[config.mk]
export PLATFORM = sky130hd
export DESIGN_NAME = i2c_master_register_access
export DESIGN_NICKNAME = d
export VERILOG_FILES = /design/src/sv/i2cm_pkg.sv /design/src/sv/i2cm_front.sv /design/src/sv/i2cm_back.sv /design/src/sv/i2c_master_register_access.sv
export SDC_FILE = /design/constraint.sdc
export NUM_CORES = 1
export LEC_CHECK = 0
export BUFFER_PORTS_ARGS = -buffer_cell sky130_fd_sc_hd__clkbuf_2
export CAP_MARGIN = 20
export CORE_MARGIN = 4
export CORE_UTILIZATION = 61
export DETAILED_ROUTE_END_ITERATION = 16
export PLACE_DENSITY = 0.83
export SLEW_MARGIN = 20
export SYNTH_ARGS = -nofsm -noshare
export SYNTH_HDL_FRONTEND = slang
export SYNTH_SLANG_ARGS = --single-unit
[constraint.sdc]
create_clock -name clk -period 12.7 [get_ports clk]
set_input_delay 1.27 -clock clk [delete_from_list [all_inputs] [get_ports clk]]
set_output_delay 1.27 -clock clk [all_outputs]
set_load 0.01 [all_outputs]
[src/sv/i2cm_pkg.sv]
// Shared types and constants for the I2C master register-access block.
// No dependencies; used by i2cm_front, i2cm_back and the top level.
package i2cm_pkg;

  // Bytes read in one burst, and the index of the final one.
  localparam int          BURST_BYTES = 14;
  localparam logic [5:0]  LAST_INDEX  = 6'(BURST_BYTES - 1);

  // Configuration register indexes (byte address 4*index).
  localparam logic [1:0] REG_DEVICE_ADDRESS = 2'd0;
  localparam logic [1:0] REG_BURST_START    = 2'd1;
  localparam logic [1:0] REG_TICKS_DELAY    = 2'd2;

  // Input command codes.
  localparam logic [1:0] CMD_TICK  = 2'd0;
  localparam logic [1:0] CMD_WRITE = 2'd1;
  localparam logic [1:0] CMD_READ  = 2'd2;
  localparam logic [1:0] CMD_RSVD  = 2'd3;

  // Reset values of the configuration registers.
  localparam logic [6:0] DEVICE_ADDRESS_RST = 7'd104;
  localparam logic [7:0] BURST_START_RST    = 8'd59;
  localparam logic [9:0] TICKS_DELAY_RST    = 10'd48;

  // Transaction kind, also the decoded command class.
  typedef enum logic [1:0] {
    KIND_NONE  = 2'd0,
    KIND_WRITE = 2'd1,
    KIND_READ  = 2'd2
  } kind_t;

  // Bus sequencer phase.
  typedef enum logic [2:0] {
    PH_IDLE   = 3'd0,
    PH_START  = 3'd1,
    PH_TX_LO  = 3'd2,
    PH_TX_HI  = 3'd3,
    PH_RSTART = 3'd4,
    PH_RX_LO  = 3'd5,
    PH_RX_HI  = 3'd6,
    PH_STOP   = 3'd7
  } phase_t;

  // One input beat as it arrives on the port.
  typedef struct packed {
    logic [1:0] command;
    logic [7:0] target_reg;
    logic [7:0] write_data;
    logic       sda_in;
  } in_item_t;

  // One result beat.
  typedef struct packed {
    logic       scl_out;
    logic       sda_out;
    logic       busy_res;
    logic       read_valid;
    logic [7:0] read_byte;
    logic [5:0] byte_index;
    logic       last;
    logic       nack;
  } out_item_t;

  // A classified tick as it waits in the queue.
  typedef struct packed {
    kind_t      kind;
    logic [7:0] target_reg;
    logic [7:0] write_data;
    logic       sda_in;
  } tick_t;

  // Configuration values seen by the sequencer.
  typedef struct packed {
    logic [6:0] device_address;
    logic [7:0] burst_start_register;
    logic [9:0] ticks_per_delay;
  } cfg_t;

endpackage

[src/sv/i2cm_front.sv]
// Front end: accepts input beats, classifies the command and holds them in a
// two-entry queue for the sequencer. Depends on i2cm_pkg.
module i2cm_front (
  input  logic              clk,
  input  logic              rst_n,
  input  logic              in_valid,
  output logic              in_stall,
  input  i2cm_pkg::in_item_t in_data,
  output logic              q_valid,
  output i2cm_pkg::tick_t   q_item,
  input  logic              q_pop
);

  i2cm_pkg::tick_t q_r [2];
  logic            wr_ptr_r, wr_ptr_nxt;
  logic            rd_ptr_r, rd_ptr_nxt;
  logic [1:0]      count_r, count_nxt;
  logic            push;
  i2cm_pkg::tick_t dec;

  // Classify: codes outside write/read are plain ticks.
  always_comb begin
    dec.target_reg = in_data.target_reg;
    dec.write_data = in_data.write_data;
    dec.sda_in     = in_data.sda_in;
    unique case (in_data.command)
      i2cm_pkg::CMD_WRITE: dec.kind = i2cm_pkg::KIND_WRITE;
      i2cm_pkg::CMD_READ:  dec.kind = i2cm_pkg::KIND_READ;
      default:             dec.kind = i2cm_pkg::KIND_NONE;
    endcase
  end

  assign in_stall = (count_r == 2'd2);
  assign push     = in_valid && !in_stall;
  assign q_valid  = (count_r != 2'd0);
  assign q_item   = q_r[rd_ptr_r];

  always_comb begin
    wr_ptr_nxt = push  ? ~wr_ptr_r : wr_ptr_r;
    rd_ptr_nxt = q_pop ? ~rd_ptr_r : rd_ptr_r;
    count_nxt  = count_r + 2'(push) - 2'(q_pop);
  end

  always_ff @(posedge clk) begin
    if (!rst_n) begin
      wr_ptr_r <= 1'b0;
      rd_ptr_r <= 1'b0;
      count_r  <= 2'd0;
    end else begin
      wr_ptr_r <= wr_ptr_nxt;
      rd_ptr_r <= rd_ptr_nxt;
      count_r  <= count_nxt;
    end
  end

  always_ff @(posedge clk) begin
    if (push) begin
      q_r[wr_ptr_r] <= dec;
    end
  end

  a_count_range: assert property (@(posedge clk) disable iff (!rst_n)
    count_r <= 2'd2)
    else $error("queue count out of range");

  a_no_pop_empty: assert property (@(posedge clk) disable iff (!rst_n)
    q_pop |-> count_r != 2'd0)
    else $error("pop from empty queue");

endmodule

[src/sv/i2cm_back.sv]
// Back end: the bus sequencer, one tick per queued beat, with the result
// output register. Depends on i2cm_pkg.
module i2cm_back (
  input  logic               clk,
  input  logic               rst_n,
  input  i2cm_pkg::cfg_t     cfg,
  input  logic               q_valid,
  input  i2cm_pkg::tick_t    q_item,
  output logic               q_pop,
  output logic               out_valid,
  input  logic               out_stall,
  output i2cm_pkg::out_item_t out_data
);

  i2cm_pkg::phase_t    phase_r, phase_nxt, ph_e;
  i2cm_pkg::kind_t     kind_r, kind_nxt, kind_e;
  logic [3:0]          bit_r, bit_nxt, bit_e;
  logic [5:0]          byte_r, byte_nxt, byte_e;
  logic [9:0]          dly_r, dly_nxt, dly_e;
  logic [7:0]          shift_r, shift_nxt, shift_e;
  logic [7:0]          pend_r, pend_nxt, pend_e;
  logic                nack_r, nack_nxt;
  logic                out_valid_r;
  i2cm_pkg::out_item_t out_data_r, res;
  logic [7:0]          addr_byte, tx_byte;
  logic [9:0]          limit;
  logic                seg_end, is_last, scl, sda;

  assign q_pop     = q_valid && (!out_valid_r || !out_stall);
  assign out_valid = out_valid_r;
  assign out_data  = out_data_r;

  always_comb begin
    // Take a command only while idle; it is also the first start tick.
    ph_e    = phase_r;
    kind_e  = kind_r;
    bit_e   = bit_r;
    byte_e  = byte_r;
    dly_e   = dly_r;
    shift_e = shift_r;
    pend_e  = pend_r;
    if (phase_r == i2cm_pkg::PH_IDLE && q_item.kind != i2cm_pkg::KIND_NONE) begin
      ph_e    = i2cm_pkg::PH_START;
      kind_e  = q_item.kind;
      bit_e   = 4'd0;
      byte_e  = 6'd0;
      dly_e   = 10'd0;
      shift_e = (q_item.kind == i2cm_pkg::KIND_WRITE) ? q_item.target_reg : 8'd0;
      pend_e  = q_item.write_data;
    end

    addr_byte = {cfg.device_address, 1'b0};
    if (byte_e == 6'd0) begin
      tx_byte = addr_byte;
    end else if (byte_e == 6'd1) begin
      tx_byte = (kind_e == i2cm_pkg::KIND_WRITE) ? shift_e : cfg.burst_start_register;
    end else begin
      tx_byte = (kind_e == i2cm_pkg::KIND_WRITE) ? pend_e : (addr_byte | 8'd1);
    end
    is_last = (byte_e == i2cm_pkg::LAST_INDEX);

    // Line drives for this tick.
    scl = 1'b1;
    sda = 1'b1;
    unique case (ph_e)
      i2cm_pkg::PH_IDLE: begin
      end
      i2cm_pkg::PH_START: begin
        scl = (bit_e < 4'd2);
        sda = (bit_e == 4'd0);
      end
      i2cm_pkg::PH_TX_LO, i2cm_pkg::PH_TX_HI: begin
        scl = (ph_e == i2cm_pkg::PH_TX_HI);
        sda = (bit_e < 4'd8) ? tx_byte[~bit_e[2:0]] : 1'b1;
      end
      i2cm_pkg::PH_RSTART: begin
        scl = (bit_e == 4'd1) || (bit_e == 4'd2);
        sda = (bit_e < 4'd2);
      end
      i2cm_pkg::PH_RX_LO, i2cm_pkg::PH_RX_HI: begin
        scl = (ph_e == i2cm_pkg::PH_RX_HI);
        sda = (bit_e < 4'd8) ? 1'b1 : is_last;
      end
      i2cm_pkg::PH_STOP: begin
        scl = (bit_e != 4'd0);
        sda = (bit_e == 4'd2);
      end
      default: begin
      end
    endcase

    phase_nxt = ph_e;
    kind_nxt  = kind_e;
    bit_nxt   = bit_e;
    byte_nxt  = byte_e;
    dly_nxt   = dly_e;
    shift_nxt = shift_e;
    pend_nxt  = pend_e;
    nack_nxt  = nack_r;
    res.read_valid = 1'b0;
    res.read_byte  = 8'd0;
    res.byte_index = 6'd0;
    res.last       = 1'b0;

    limit   = (cfg.ticks_per_delay == 10'd0) ? 10'd1 : cfg.ticks_per_delay;
    seg_end = ({1'b0, dly_e} + 11'd1) >= {1'b0, limit};

    if (ph_e != i2cm_pkg::PH_IDLE) begin
      dly_nxt = seg_end ? 10'd0 : (dly_e + 10'd1);
      if (seg_end) begin
        unique case (ph_e)
          i2cm_pkg::PH_START: begin
            if (bit_e >= 4'd2) begin
              phase_nxt = i2cm_pkg::PH_TX_LO;
              bit_nxt   = 4'd0;
              byte_nxt  = 6'd0;
            end else begin
              bit_nxt = bit_e + 4'd1;
            end
          end
          i2cm_pkg::PH_TX_LO: phase_nxt = i2cm_pkg::PH_TX_HI;
          i2cm_pkg::PH_TX_HI: begin
            if (bit_e < 4'd8) begin
              bit_nxt   = bit_e + 4'd1;
              phase_nxt = i2cm_pkg::PH_TX_LO;
            end else begin
              nack_nxt = q_item.sda_in;
              bit_nxt  = 4'd0;
              if (kind_e == i2cm_pkg::KIND_WRITE) begin
                if (byte_e >= 6'd2) begin
                  phase_nxt = i2cm_pkg::PH_STOP;
                end else begin
                  byte_nxt  = byte_e + 6'd1;
                  phase_nxt = i2cm_pkg::PH_TX_LO;
                end
              end else if (byte_e == 6'd0) begin
                byte_nxt  = 6'd1;
                phase_nxt = i2cm_pkg::PH_TX_LO;
              end else if (byte_e == 6'd1) begin
                phase_nxt = i2cm_pkg::PH_RSTART;
              end else begin
                byte_nxt  = 6'd0;
                shift_nxt = 8'd0;
                phase_nxt = i2cm_pkg::PH_RX_LO;
              end
            end
          end
          i2cm_pkg::PH_RSTART: begin
            if (bit_e >= 4'd3) begin
              phase_nxt = i2cm_pkg::PH_TX_LO;
              bit_nxt   = 4'd0;
              byte_nxt  = 6'd2;
            end else begin
              bit_nxt = bit_e + 4'd1;
            end
          end
          i2cm_pkg::PH_RX_LO: phase_nxt = i2cm_pkg::PH_RX_HI;
          i2cm_pkg::PH_RX_HI: begin
            if (bit_e < 4'd8) begin
              shift_nxt = {shift_e[6:0], q_item.sda_in};
              if (bit_e == 4'd7) begin
                res.read_valid = 1'b1;
                res.read_byte  = {shift_e[6:0], q_item.sda_in};
                res.byte_index = byte_e;
                res.last       = is_last;
              end
              bit_nxt   = bit_e + 4'd1;
              phase_nxt = i2cm_pkg::PH_RX_LO;
            end else if (is_last || byte_e >= 6'd63) begin
              bit_nxt   = 4'd0;
              phase_nxt = i2cm_pkg::PH_STOP;
            end else begin
              byte_nxt  = byte_e + 6'd1;
              bit_nxt   = 4'd0;
              shift_nxt = 8'd0;
              phase_nxt = i2cm_pkg::PH_RX_LO;
            end
          end
          i2cm_pkg::PH_STOP: begin
            if (bit_e >= 4'd2) begin
              phase_nxt = i2cm_pkg::PH_IDLE;
              bit_nxt   = 4'd0;
              kind_nxt  = i2cm_pkg::KIND_NONE;
            end else begin
              bit_nxt = bit_e + 4'd1;
            end
          end
          default: phase_nxt = i2cm_pkg::PH_IDLE;
        endcase
      end
    end

    res.scl_out  = scl;
    res.sda_out  = sda;
    res.busy_res = (phase_nxt != i2cm_pkg::PH_IDLE) || !scl || !sda;
    res.nack     = nack_nxt;
  end

  always_ff @(posedge clk) begin
    if (!rst_n) begin
      phase_r     <= i2cm_pkg::PH_IDLE;
      kind_r      <= i2cm_pkg::KIND_NONE;
      bit_r       <= 4'd0;
      byte_r      <= 6'd0;
      dly_r       <= 10'd0;
      shift_r     <= 8'd0;
      pend_r      <= 8'd0;
      nack_r      <= 1'b0;
      out_valid_r <= 1'b0;
    end else begin
      if (q_pop) begin
        phase_r <= phase_nxt;
        kind_r  <= kind_nxt;
        bit_r   <= bit_nxt;
        byte_r  <= byte_nxt;
        dly_r   <= dly_nxt;
        shift_r <= shift_nxt;
        pend_r  <= pend_nxt;
        nack_r  <= nack_nxt;
      end
      if (q_pop) begin
        out_valid_r <= 1'b1;
      end else if (!out_stall) begin
        out_valid_r <= 1'b0;
      end
    end
  end

  always_ff @(posedge clk) begin
    if (q_pop) begin
      out_data_r <= res;
    end
  end

  a_sample_scl_high: assert property (@(posedge clk) disable iff (!rst_n)
    q_pop && res.read_valid |-> res.scl_out)
    else $error("byte delivered outside a high SCL segment");

  a_idle_clean: assert property (@(posedge clk) disable iff (!rst_n)
    phase_r == i2cm_pkg::PH_IDLE |-> bit_r == 4'd0 && kind_r == i2cm_pkg::KIND_NONE)
    else $error("idle with stale bit count or kind");

  a_bit_range: assert property (@(posedge clk) disable iff (!rst_n)
    bit_r <= 4'd8)
    else $error("bit count out of range");

  a_hold_on_stall: assert property (@(posedge clk) disable iff (!rst_n)
    out_valid_r && out_stall |-> !q_pop)
    else $error("sequencer advanced while result was stalled");

endmodule

[src/sv/i2c_master_register_access.sv]
// Top level of the I2C master register-access block: configuration
// registers, APB-style port, front queue and bus sequencer.
// Depends on i2cm_pkg, i2cm_front and i2cm_back.
//
// Usage:
//   Each input beat is one bus tick: command (0 tick, 1 register write,
//   2 burst read), the write register and data, and the sampled SDA level.
//   Each accepted beat yields exactly one result beat with the SCL/SDA
//   drives, busy, nack and, at the end of the eighth read bit, a received
//   byte with its burst index and last mark.
//   Throughput is one beat per cycle while the result is not stalled; the
//   sequencer retires one tick per clock. Each beat passes through the
//   front queue and then the output register.
//   Commands that arrive while a transaction runs are treated as plain
//   ticks. One bus segment lasts ticks_per_delay beats.
//   When out_stall is high over a valid result, that result holds, the
//   sequencer freezes, and the two-entry queue takes input until full, then in_stall rises.
//   Reset (synchronous, rst_n low) empties the queue, drops any pending
//   result, returns the sequencer to idle and loads the register defaults:
//   device address 104, burst start register 59, 48 ticks per delay.
//   Write registers only while the block is idle.
module i2c_master_register_access (
  input  logic                clk,
  input  logic                rst_n,
  // input channel
  input  logic                in_valid,
  output logic                in_stall,
  input  i2cm_pkg::in_item_t  in_data,
  // result channel
  output logic                out_valid,
  input  logic                out_stall,
  output i2cm_pkg::out_item_t out_data,
  // configuration port
  input  logic                psel,
  input  logic                penable,
  input  logic                pwrite,
  input  logic [3:0]          paddr,
  input  logic [31:0]         pwdata,
  output logic [31:0]         prdata,
  output logic                pready
);

  logic [6:0]      dev_addr_r;
  logic [7:0]      burst_start_r;
  logic [9:0]      ticks_r;
  logic            cfg_wr;
  logic [1:0]      cfg_sel;
  i2cm_pkg::cfg_t  cfg;
  logic            q_valid;
  logic            q_pop;
  i2cm_pkg::tick_t q_item;

  assign pready  = 1'b1;
  assign cfg_sel = paddr[3:2];
  assign cfg_wr  = psel && penable && pwrite;

  // Register file: write on the access cycle.
  always_ff @(posedge clk) begin
    if (!rst_n) begin
      dev_addr_r    <= i2cm_pkg::DEVICE_ADDRESS_RST;
      burst_start_r <= i2cm_pkg::BURST_START_RST;
      ticks_r       <= i2cm_pkg::TICKS_DELAY_RST;
    end else if (cfg_wr) begin
      unique case (cfg_sel)
        i2cm_pkg::REG_DEVICE_ADDRESS: dev_addr_r    <= pwdata[6:0];
        i2cm_pkg::REG_BURST_START:    burst_start_r <= pwdata[7:0];
        i2cm_pkg::REG_TICKS_DELAY:    ticks_r       <= pwdata[9:0];
        default: begin
        end
      endcase
    end
  end

  // Read back.
  always_comb begin
    unique case (cfg_sel)
      i2cm_pkg::REG_DEVICE_ADDRESS: prdata = {25'd0, dev_addr_r};
      i2cm_pkg::REG_BURST_START:    prdata = {24'd0, burst_start_r};
      i2cm_pkg::REG_TICKS_DELAY:    prdata = {22'd0, ticks_r};
      default:                      prdata = 32'd0;
    endcase
  end

  assign cfg.device_address       = dev_addr_r;
  assign cfg.burst_start_register = burst_start_r;
  assign cfg.ticks_per_delay      = ticks_r;

  i2cm_front u_front (
    .clk      (clk),
    .rst_n    (rst_n),
    .in_valid (in_valid),
    .in_stall (in_stall),
    .in_data  (in_data),
    .q_valid  (q_valid),
    .q_item   (q_item),
    .q_pop    (q_pop)
  );

  i2cm_back u_back (
    .clk       (clk),
    .rst_n     (rst_n),
    .cfg       (cfg),
    .q_valid   (q_valid),
    .q_item    (q_item),
    .q_pop     (q_pop),
    .out_valid (out_valid),
    .out_stall (out_stall),
    .out_data  (out_data)
  );

endmodule

==> impl_metrics.py, run 1 <==
metrics = {
    "route": {
        "drt-total-wl_um": 17600,
        "dr_total_vias": 6012,
        "drtIter0Drc": 601,
        "drc": 0,
        "antenna_left": 0,
        "routedWlPerCell_um": 18.1,
        "vias_per_cell": 6.19,
        "dr.pass1.iters": 7,
    },
    "global_route": {
        "antenna_found_initial": 0,
        "grt_max_degree": 60,
        "grt_pass1_vias": 5793,
        "grt_pass1_wl_um": 28400,
        "grt_overflow_total": 0,
        "grt_usage_pct": 27.3,
    },
    "setup_path": {
        "crit_required_ps": 12960,
        "end_kind": "flip-flop",
        "rrSetupSlack_ps": 7430,
        "critPathMaxStageDelay_ps": 570,
        "cp.depth": 17,
        "critPathCapture": "u_back.shift_r[2]",
        "setup.worst_path.start": "u_back.phase_r[2]",
        "startpoint_type": "flip-flop",
        "critPathMaxFanout": 30,
        "critical_path.top_delay_family": "simple AND/OR/NAND/NOR gates",
        "cp_cell_sequence": "or3_4 > or3_4 > and2_1 > ha_1 > and3_1 > nand3_1 > xor2_1 > nor2_1 > ha_1 > o2111ai_1 > o21ai_0 > a31oi_2 > buf_4 > a21oi_1 > o21ai_1 > o21ai_1 > o221ai_1",
        "criticalPathCategory": "flip-flop to flip-flop",
        "rr_endpoint": "u_back.shift_r[2]",
        "r2r-start": "u_back.phase_r[2]",
        "slowest_stage": "or3_4",
        "reg2reg_depth": 17,
        "worstPathArrival_ps": 5540,
        "critPathBufInv": 1,
    },
    "cells_and_area": {
        "diodes": 0,
        "fill_cells": 879,
        "nets": 895,
        "drive_gt1_share_pct": 16.9,
        "area_delta_synth_final_pct": 11.9,
    },
    "timing": {
        "finalHoldViolCount": 0,
        "min_period_ps": 5270,
        "rsz0062_at_grt": "no",
        "clock_skew_ps": 7.46,
        "slew_violations": 0,
        "period_share_pct": 41.5,
        "fin_setup_tns_ps": 0,
        "tightest_slew_ps": 1080,
        "setup_violations": 0,
        "clock.fmax_mhz": 190,
        "relSlewSlack_pct": 27.9,
    },
    "die": {
        "initial_core_util_pct": 62.1,
        "die_y_um": 116,
        "die-area_sq_um": 13400,
        "row_count": 39,
        "ios": 117,
        "fp.dieW_um": 116,
        "core_sq_um": 11400,
    },
    "clock_tree": {
        "clk_pin_slew_ps": 60,
        "hold_buffers": 0,
        "clk-insertion-delay-late_ps": 420,
        "cts_buffers": 17,
        "cts_root_buf": "clkbuf_16",
        "htreeDepth": 4,
        "cts_resized": 0,
        "post-cts-setup-buffer-count": 0,
        "clock_sinks": 131,
        "cts_tree": "done",
        "clockBufferDepth": 2,
    },
    "job": {
        "cap_violations": 0,
    },
    "placed_design": {
        "port_buffers": 69,
        "place_hpwl_um": 12300,
        "place_congestion": 0.948,
    },
    "hold_path": {
        "hold_path.class": "flip-flop to flip-flop",
        "worstHoldStart": "u_back.shift_r[6]",
    },
    "synth": {
        "synth_ff_type": "dfxtp_1",
        "async_flop_share_pct": 0,
        "avgSynthCellArea_sq_um": 9.23,
        "synth_edf_count": 58,
        "synthesis.instances": 768,
        "yosysSeqAreaShare_pct": 45.2,
        "yosys.cell_types.count": 68,
        "synth_area_sq_um": 7090,
        "ys_seq_elements": 131,
        "synth_warnings": 0,
    },
    "power": {
        "power_mw": 1.52,
        "power_density_nw_per_um2": 192,
        "p_leak_nw": 3.11,
        "peakVddDrop_uv": 152,
    },
    "run_status": {
        "status": "completed",
    },
}
==> synth_stat cells (4+ instances only) <==
cell type | count | share of area [%]
nor2_1 | 55 | 2.9
xor2_1 | 8 | 0.99
a21boi_0 | 16 | 1.7
nor3_1 | 17 | 1.2
a211oi_1 | 8 | 0.85
a22oi_1 | 15 | 1.6
buf_4 | 26 | 2.8
o31ai_1 | 5 | 0.53
or2_2 | 4 | 0.35
nand3_1 | 31 | 2.2
clkbuf_1 | 31 | 1.6
xnor2_1 | 6 | 0.74
a21oi_1 | 23 | 1.6
ha_1 | 17 | 3.0
o21ai_0 | 37 | 2.6
nor3b_1 | 4 | 0.42
inv_1 | 20 | 1.1
nor2b_1 | 10 | 0.88
and2_1 | 19 | 1.7
and3_1 | 11 | 0.97
nand2b_1 | 6 | 0.53
buf_1 | 4 | 0.21
o21a_1 | 4 | 0.42
edfxtp_1 | 58 | 25
nand2_1 | 107 | 5.7
dfxtp_1 | 73 | 21
mux2i_1 | 26 | 3.7
buf_2 | 8 | 0.56
o221ai_1 | 5 | 0.62
a31oi_1 | 13 | 1.1
a211o_1 | 4 | 0.49
o211ai_1 | 7 | 0.74
mux2_2 | 13 | 2.1
o22ai_1 | 6 | 0.53
o211a_1 | 9 | 1.3
or3_1 | 7 | 0.62
==> worst min path at each step <==
stage                     cells past startpoint  slack, ps                 to
final                                         2        480  u_back.shift_r[6]
after global routing                          2        500      dev_addr_r[6]
after CTS                                     2        480  u_back.shift_r[6]
after detailed placement                      1        460      u_back.nack_r
after global placement                        2        450  u_back.shift_r[7]
after floorplan                               2        430  u_back.shift_r[1]
==> worst reg2reg max path, delay by kind of cell (launching register included) <==
kind | cells | cell delay [ps]
and+or+nand+nor | 6 | 1870
AOI/OAI and AO/OA | 7 | 1780
adders and majority gates | 2 | 560
DFF | 1 | 520
buffers and inverters | 1 | 210
xor gates and xnor gates | 1 | 160
==> metrics by stage <==
| stage | util (%) | worst slack (ps) | cell area [sq um] | hold slack [ps] | std cells |
|---|---|---|---|---|---|
| after floorplan | - | 8230 | 7170 | 433 | 789 |
| after global placement | 64.7 | 7790 | 7380 | 446 | 940 |
| after detailed placement | 64.7 | 7650 | 7390 | 461 | 940 |
| after CTS | 69.5 | 7550 | 7930 | 475 | 972 |
| after global routing | 69.5 | 7140 | 7930 | 504 | 972 |
| final | 69.5 | 7430 | 7930 | 480 | 972 |
==> cell families after synthesis <==
family	share of synthesized area [%]
simple gates	19.1
compound gates	18.2
flops	45.2
buf+inv	6.72
mux	5.95
fa+ha+maj	3.00
xor+xnor	1.73
other cells	0.106
==> flip-flops by register name (all words and copies together) (netlist names), 2 cells and up, named ones only <==
signal	count
burst_start_r	8
dev_addr_r	7
ticks_r	10
u_back.bit_r	4
u_back.byte_r	6
u_back.dly_r	10
u_back.kind_r	2
u_back.out_data	20
u_back.pend_r	8
u_back.phase_r	3
u_back.shift_r	8
u_front.count_r	2
u_front.q_r	38
==> power by group <==
part,internal (mW),switching (mW)
logic,0.173,0.336
registers,0.528,0.0387
clock network,0.257,0.189
==> placed cells by master (no fill, tap or decap), types with 6 or more instances in the layout <==
master,netlist,routed
o21ai_0,37,37
a21boi_0,16,16
xnor2_1,6,6
and3_1,11,11
clkbuf_16,0,17
o22ai_1,6,6
a21oi_1,23,23
and2_1,19,19
dfxtp_1,73,73
o211a_1,9,9
nor3_1,17,17
conb_1,2,23
a211oi_1,8,8
xor2_1,8,8
nand2b_1,6,6
edfxtp_1,58,58
a22oi_1,15,15
nand3_1,31,31
nand2_1,107,107
o211ai_1,7,7
or3_1,7,7
a31oi_1,13,13
buf_4,26,11
mux2i_1,26,26
nor2_1,55,54
clkbuf_2,1,69
inv_1,20,20
ha_1,17,17
mux2_2,13,13
nor2b_1,10,10
==> area by class of cell <==
cell class              count  area (sq um)  share of cell area [%]
clock inverters            12          97.6                    1.23
repair buffers             80           428                    5.39
multi-input cells         564          3500                    44.1
inverters                  22          82.6                    1.04
flip-flops and latches    131          3200                    40.4
well taps                 143           179                    2.26
clock buffers              20           447                    5.63
==> per-layer routing <==
metal  global-route usage (%)  wire length, um
met5                        0                0
met1                     34.9             7210
met2                     43.0             8360
met3                     7.62             1480
met4                     12.6              572
Note: power is estimated with default switching activity, not from simulation.
==> run 2: changes to the inputs <==
Settings changed: ABC_AREA set to 1, CORE_UTILIZATION 61 to 57, PLACE_DENSITY 0.83 to 0.78.
Clock period 12.7 ns to 5.4 ns, I/O delays scaled along.
==> impl_metrics.py, run 2 <==
metrics = {
    "synth": {
        "synth.largest_area_cell": "edfxtp_1",
        "yosysSeqAreaShare_pct": 43.6,
        "synth_xor_area_share_pct": 0.953,
        "yosysMostFrequentCell": "nand2_1",
        "ys_seq_elements": 131,
        "async_flop_share_pct": 0,
        "synth_top_family_by_area": "simple AND/OR/NAND/NOR gates",
        "synth_common_cells": "nand2_1 (250), inv_1 (107), nor2_1 (82)",
        "synth_top_area_share_pct": 23.7,
        "synth-adder-area-share_pct": 2.89,
        "synthSimpleGateAreaFrac_pct": 27.7,
        "synth_compound_area_share_pct": 14.0,
        "synth_area_sq_um": 7350,
        "yosys.cell_types.count": 44,
        "synth_area_leaders": "edfxtp_1 (24%), dfxtp_1 (20%), nand2_1 (13%)",
        "muxShareOfSynthArea_pct": 0.272,
        "synth_ff_type": "dfxtp_1",
        "avgSynthCellArea_sq_um": 7.47,
        "synth_warnings": 0,
        "synthesis.instances": 984,
        "synth_edf_count": 58,
    },
    "timing": {
        "finalHoldViolCount": 0,
        "worst_hold_slack_ps": 301,
        "setup_violations": 0,
        "slew_violations": 0,
        "min_period_ps": 4590,
        "worst_slack_ps": 808,
        "fin_setup_tns_ps": 0,
        "clock_skew_ps": 11.6,
        "clock.fmax_mhz": 218,
        "relSlewSlack_pct": 36.4,
        "tightest_slew_ps": 954,
        "rsz0062_at_grt": "no",
        "period_share_pct": 85.0,
    },
    "cells_and_area": {
        "area_delta_synth_final_pct": 13.3,
        "largest_reg_flops": 38,
        "utilization_pct": 66.0,
        "drive_gt1_share_pct": 14.6,
        "final_cell_area_sq_um": 8330,
        "final_cells": 1235,
        "final_cell_mix": "nand2_1 (250), inv_1 (106), nor2_1 (82)",
        "diodes": 0,
        "final_common_cell": "nand2_1",
        "nets": 1129,
        "top_register": "u_front.q_r",
    },
    "global_route": {
        "grt_pass1_wl_um": 29300,
        "grt_pass1_vias": 6226,
        "grt_overflow_total": 0,
        "grt_usage_pct": 25.0,
        "grt_max_degree": 69,
        "antenna_found_initial": 0,
    },
    "placed_design": {
        "dp.cells": 1203,
        "place_congestion": 0.943,
        "preCtsSetupSlack_ps": 911,
        "place_area_sq_um": 7740,
        "port_buffers": 69,
        "place_hpwl_um": 12600,
    },
    "route": {
        "antenna_left": 0,
        "wl_met1_um": 7630,
        "dr.max_layer_used": "met4",
        "dr_total_vias": 6697,
        "drc": 0,
        "dr_wl_met2_um": 8720,
        "vias_per_cell": 5.42,
        "routedWlPerCell_um": 14.4,
        "drtIter0Drc": 756,
        "dr.pass1.iters": 7,
        "drt-total-wl_um": 17800,
        "route.met3.wl_um": 1030,
    },
    "die": {
        "ios": 117,
        "core_sq_um": 12600,
        "fp.dieW_um": 122,
        "die-area_sq_um": 14800,
        "initial_core_util_pct": 58.2,
        "die_y_um": 122,
        "row_count": 41,
    },
    "setup_path": {
        "cpMostUsedCell": "nand2_1",
        "end_kind": "flip-flop",
        "crit_required_ps": 5710,
        "critPathMaxStageDelay_ps": 480,
        "startpoint_type": "flip-flop",
        "worstPathArrival_ps": 4910,
        "slowest_stage": "dfxtp_1",
        "criticalPathCategory": "flip-flop to flip-flop",
        "critPathMaxFanout": 15,
    },
    "hold_path": {
        "hold_path.class": "input port to flip-flop",
    },
    "run_status": {
        "status": "completed",
    },
    "power": {
        "peakVddDrop_uv": 420,
        "power_density_nw_per_um2": 558,
        "p_leak_nw": 3.71,
        "power_mw": 4.65,
    },
    "clock_tree": {
        "clk_pin_slew_ps": 60,
        "cts_resized": 0,
        "cts_root_buf": "clkbuf_16",
        "post-cts-setup-buffer-count": 0,
        "hold_buffers": 0,
        "cts_buffers": 17,
        "clk-insertion-delay-late_ps": 430,
        "htreeDepth": 4,
        "cts_tree": "done",
        "clock_sinks": 131,
        "clockBufferDepth": 2,
    },
    "job": {
        "cap_violations": 0,
    },
}
run 2: changes by cell type in the layout (fill, tap and decap cells not counted), moves of 11 or more:
| cell | previous run | this run |
|---|---|---|
| a21boi_0 | 16 | 5 |
| a21oi_1 | 23 | 76 |
| a22oi_1 | 15 | 0 |
| a31oi_1 | 13 | 0 |
| and2_1 | 19 | 0 |
| inv_1 | 20 | 106 |
| inv_2 | 2 | 15 |
| mux2_2 | 13 | 0 |
| mux2i_1 | 26 | 2 |
| nand2_1 | 107 | 250 |
| nand3_1 | 31 | 76 |
| nor2_1 | 54 | 82 |
| o21ai_0 | 37 | 64 |
| o21ai_1 | 3 | 20 |
run 2: kinds of logic (layout without fill, tap and decap cells):
| kind of cell | Yosys count | count (layout) |
|---|---|---|
| other | 2 | 23 |
| AO/OA/AOI/OAI | 189 | 189 |
| adder cells (fa/ha/maj) | 17 | 17 |
| flip-flops | 131 | 131 |
| XOR/XNOR | 8 | 8 |
| buffers and inverters | 173 | 231 |
| multiplexers | 2 | 2 |
| AND/OR/NAND/NOR | 462 | 462 |
run 2: metal layers:
layer  GRT usage (%)  vias to the layer above
met5               0                        -
met4            10.2                        0
met3            5.48                       34
met2            40.7                      226
met1            32.4                     3085
li1                -                     3352
run 2: final cells by class:
class | instances | area, sq um
fillers | 1133 | 4290
multi-input cells | 701 | 3460
flip-flops and latches | 131 | 3200
inverters | 123 | 464
clock buffers | 17 | 425
repair buffers | 76 | 398
well taps | 172 | 215
clock inverters | 15 | 166
run 2: worst paths after layout:
check / start / end / cells past startpoint / slack (ps)
min reg2reg: u_back.dly_r[1] / u_back.dly_r[1] / 2 / 460
max: flip-flop / u_back.shift_r[6] / 29 / 810
min: in_data[4] / u_front.q_r[1][4] / 1 / 300
max reg2reg: flip-flop / u_back.shift_r[6] / 29 / 810
run 2: power by group:
part / switching, mW / internal, mW / total (mW) / leakage (nW)
sequential: 0.127 / 1.29 / 1.42 / 1.15
clock: 0.465 / 0.692 / 1.16 / 0.295
combinational: 1.47 / 0.607 / 2.08 / 2.27
run 2: worst max-delay path, delay by kind of cell, from the launching register on:
family | cells | cell delay [ps]
buffers and inverters | 3 | 470
AO/OA/AOI/OAI | 1 | 220
XOR/XNOR | 1 | 190
adder cells (fa/ha/maj) | 2 | 530
AND/OR/NAND/NOR | 22 | 2560
flip-flops | 1 | 480
==> run 3: changes to the inputs <==
Settings changed: ABC_CLOCK_PERIOD_IN_PS set to 5400, CORE_UTILIZATION 57 to 40, PLACE_DENSITY 0.78 to 0.58.
==> impl_metrics.py, run 3 (synthesized netlist as in run 2, its figures left out) <==
metrics = {
    "route": {
        "drc": 0,
        "antenna_left": 0,
        "routedWlPerCell_um": 14.5,
        "dr.pass1.iters": 5,
        "drt-total-wl_um": 18700,
        "vias_per_cell": 5.04,
        "drtIter0Drc": 455,
        "dr_total_vias": 6519,
    },
    "clock_tree": {
        "clockBufferDepth": 2,
        "hold_buffers": 0,
        "clock_sinks": 131,
        "cts_resized": 0,
        "htreeDepth": 4,
        "cts_tree": "done",
        "clk-insertion-delay-late_ps": 420,
        "clk_pin_slew_ps": 60,
        "cts_root_buf": "clkbuf_16",
        "cts_buffers": 17,
        "post-cts-setup-buffer-count": 0,
    },
    "global_route": {
        "grt_usage_pct": 18.8,
        "grt_overflow_total": 0,
        "grt_pass1_wl_um": 30700,
        "gr-usage-met2_pct": 30.6,
        "use_met3_pct": 3.53,
        "grt-busiest-layer": "met2",
        "grt_use_met1_pct": 24.7,
        "antenna_found_initial": 0,
        "grt_max_degree": 69,
        "grt_pass1_vias": 6042,
    },
    "timing": {
        "fin_setup_tns_ps": 0,
        "tightest_slew_ps": 762,
        "min_period_ps": 4410,
        "period_share_pct": 81.6,
        "clock.fmax_mhz": 227,
        "rsz0062_at_grt": "no",
        "slew_violations": 0,
        "relSlewSlack_pct": 49.1,
        "setup_violations": 0,
        "clock_skew_ps": 7.62,
        "finalHoldViolCount": 0,
    },
    "cells_and_area": {
        "largest_reg_flops": 38,
        "final_common_cell": "nand2_1",
        "nets": 1131,
        "area_delta_synth_final_pct": 14.2,
        "fill_cells": 1852,
        "diodes": 0,
        "final_cell_mix": "nand2_1 (250), inv_1 (106), nor2_1 (82)",
        "drive_gt1_share_pct": 14.5,
        "top_register": "u_front.q_r",
        "utilization_pct": 46.6,
    },
    "die": {
        "row_count": 49,
        "core_sq_um": 18000,
        "die_y_um": 144,
        "initial_core_util_pct": 40.8,
        "ios": 117,
        "fp.dieW_um": 144,
        "die-area_sq_um": 20600,
    },
    "placed_design": {
        "port_buffers": 69,
        "place_congestion": 0.922,
        "place_hpwl_um": 13500,
    },
    "setup_path": {
        "end_kind": "flip-flop",
        "worstPathArrival_ps": 4720,
        "startpoint_type": "flip-flop",
        "crit_required_ps": 5710,
        "rrSetupSlack_ps": 990,
        "criticalPathCategory": "flip-flop to flip-flop",
        "slowest_stage": "buf_4",
        "critPathBufInv": 3,
        "critical_path.top_delay_family": "simple AND/OR/NAND/NOR gates",
        "critPathMaxFanout": 36,
        "critPathMaxStageDelay_ps": 400,
    },
    "run_status": {
        "status": "completed",
    },
    "power": {
        "power_density_nw_per_um2": 551,
        "peakVddDrop_uv": 277,
        "p_leak_nw": 3.70,
    },
    "hold_path": {
        "hold_path.class": "input port to flip-flop",
    },
    "job": {
        "cap_violations": 0,
    },
}
run 3: cell types whose count changed in the layout (fill, tap and decap cells not counted), moves of 2 or more:
cell | before | now
inv_8 | 2 | 0
inv_6 | 6 | 2
clkinvlp_4 | 0 | 2
clkbuf_1 | 0 | 2
buf_4 | 7 | 9
run 3: worst reg2reg max path, cell delays in order (launching register included):
cell,delay (ps)
dfxtp_1,310
buf_4,170
inv_2,260
nand2_1,120
nand2_2,130
nand2_4,130
nand2_8,90
buf_4,400
nand2_2,150
nor3_2,200
nand3_1,160
nor3_1,290
a21oi_1,70
a21oi_1,220
ha_1,190
nand4_1,90
nand3b_1,100
nand2_1,60
nand2_1,90
nand2_1,70
nand2_2,250
nand2_2,130
nor2_1,180
nand3_2,210
a21oi_1,190
nor2_1,50
run 3: layout make-up:
class	count	area [sq um]	share of cell area, %
tap	229	287	3.41
timing repair buffer	78	413	4.92
clock inverter	13	136	1.62
sequential	131	3200	38.2
multi-input combinational	701	3460	41.2
inverter	123	464	5.53
clock buffer	19	433	5.16
run 3: report_power, final:
group | internal (mW) | switching (mW)
registers | 1.29 | 0.105
logic | 0.608 | 1.51
clock network | 0.678 | 0.437
run 3: final timing paths:
| check | from | to | cells after the start |
|---|---|---|---|
| worst min register to register | u_front.rd_ptr_r | u_front.rd_ptr_r | 1 |
| worst max register to register | flip-flop | u_back.shift_r[5] | 25 |
| worst min-delay path | in_data[13] | u_front.q_r[1][13] | 1 |
| worst max-delay path | flip-flop | u_back.shift_r[5] | 25 |
run 3: metrics by stage:
stage,hold WS (ps),std cells,total power [mW],setup WS [ps],instance area (sq um)
6_report,305,1294,4.63,993,8390
4_1_cts,288,1294,4.65,967,8390
2_1_floorplan,425,1005,2.96,1930,7430
5_1_grt,291,1294,4.99,460,8390
3_3_place_gp,439,1262,3.52,1000,7830
3_5_place_dp,449,1262,3.52,1010,7830
run 3: per-layer routing:
layer  vias up  part of all wire [%]  wire length (um)
met5         -                     0                 0
met4         0                   2.2               416
met3        31                   3.8               704
met2       141                    47              8860
met1      3010                    47              8770
li1       3337                     -                 -
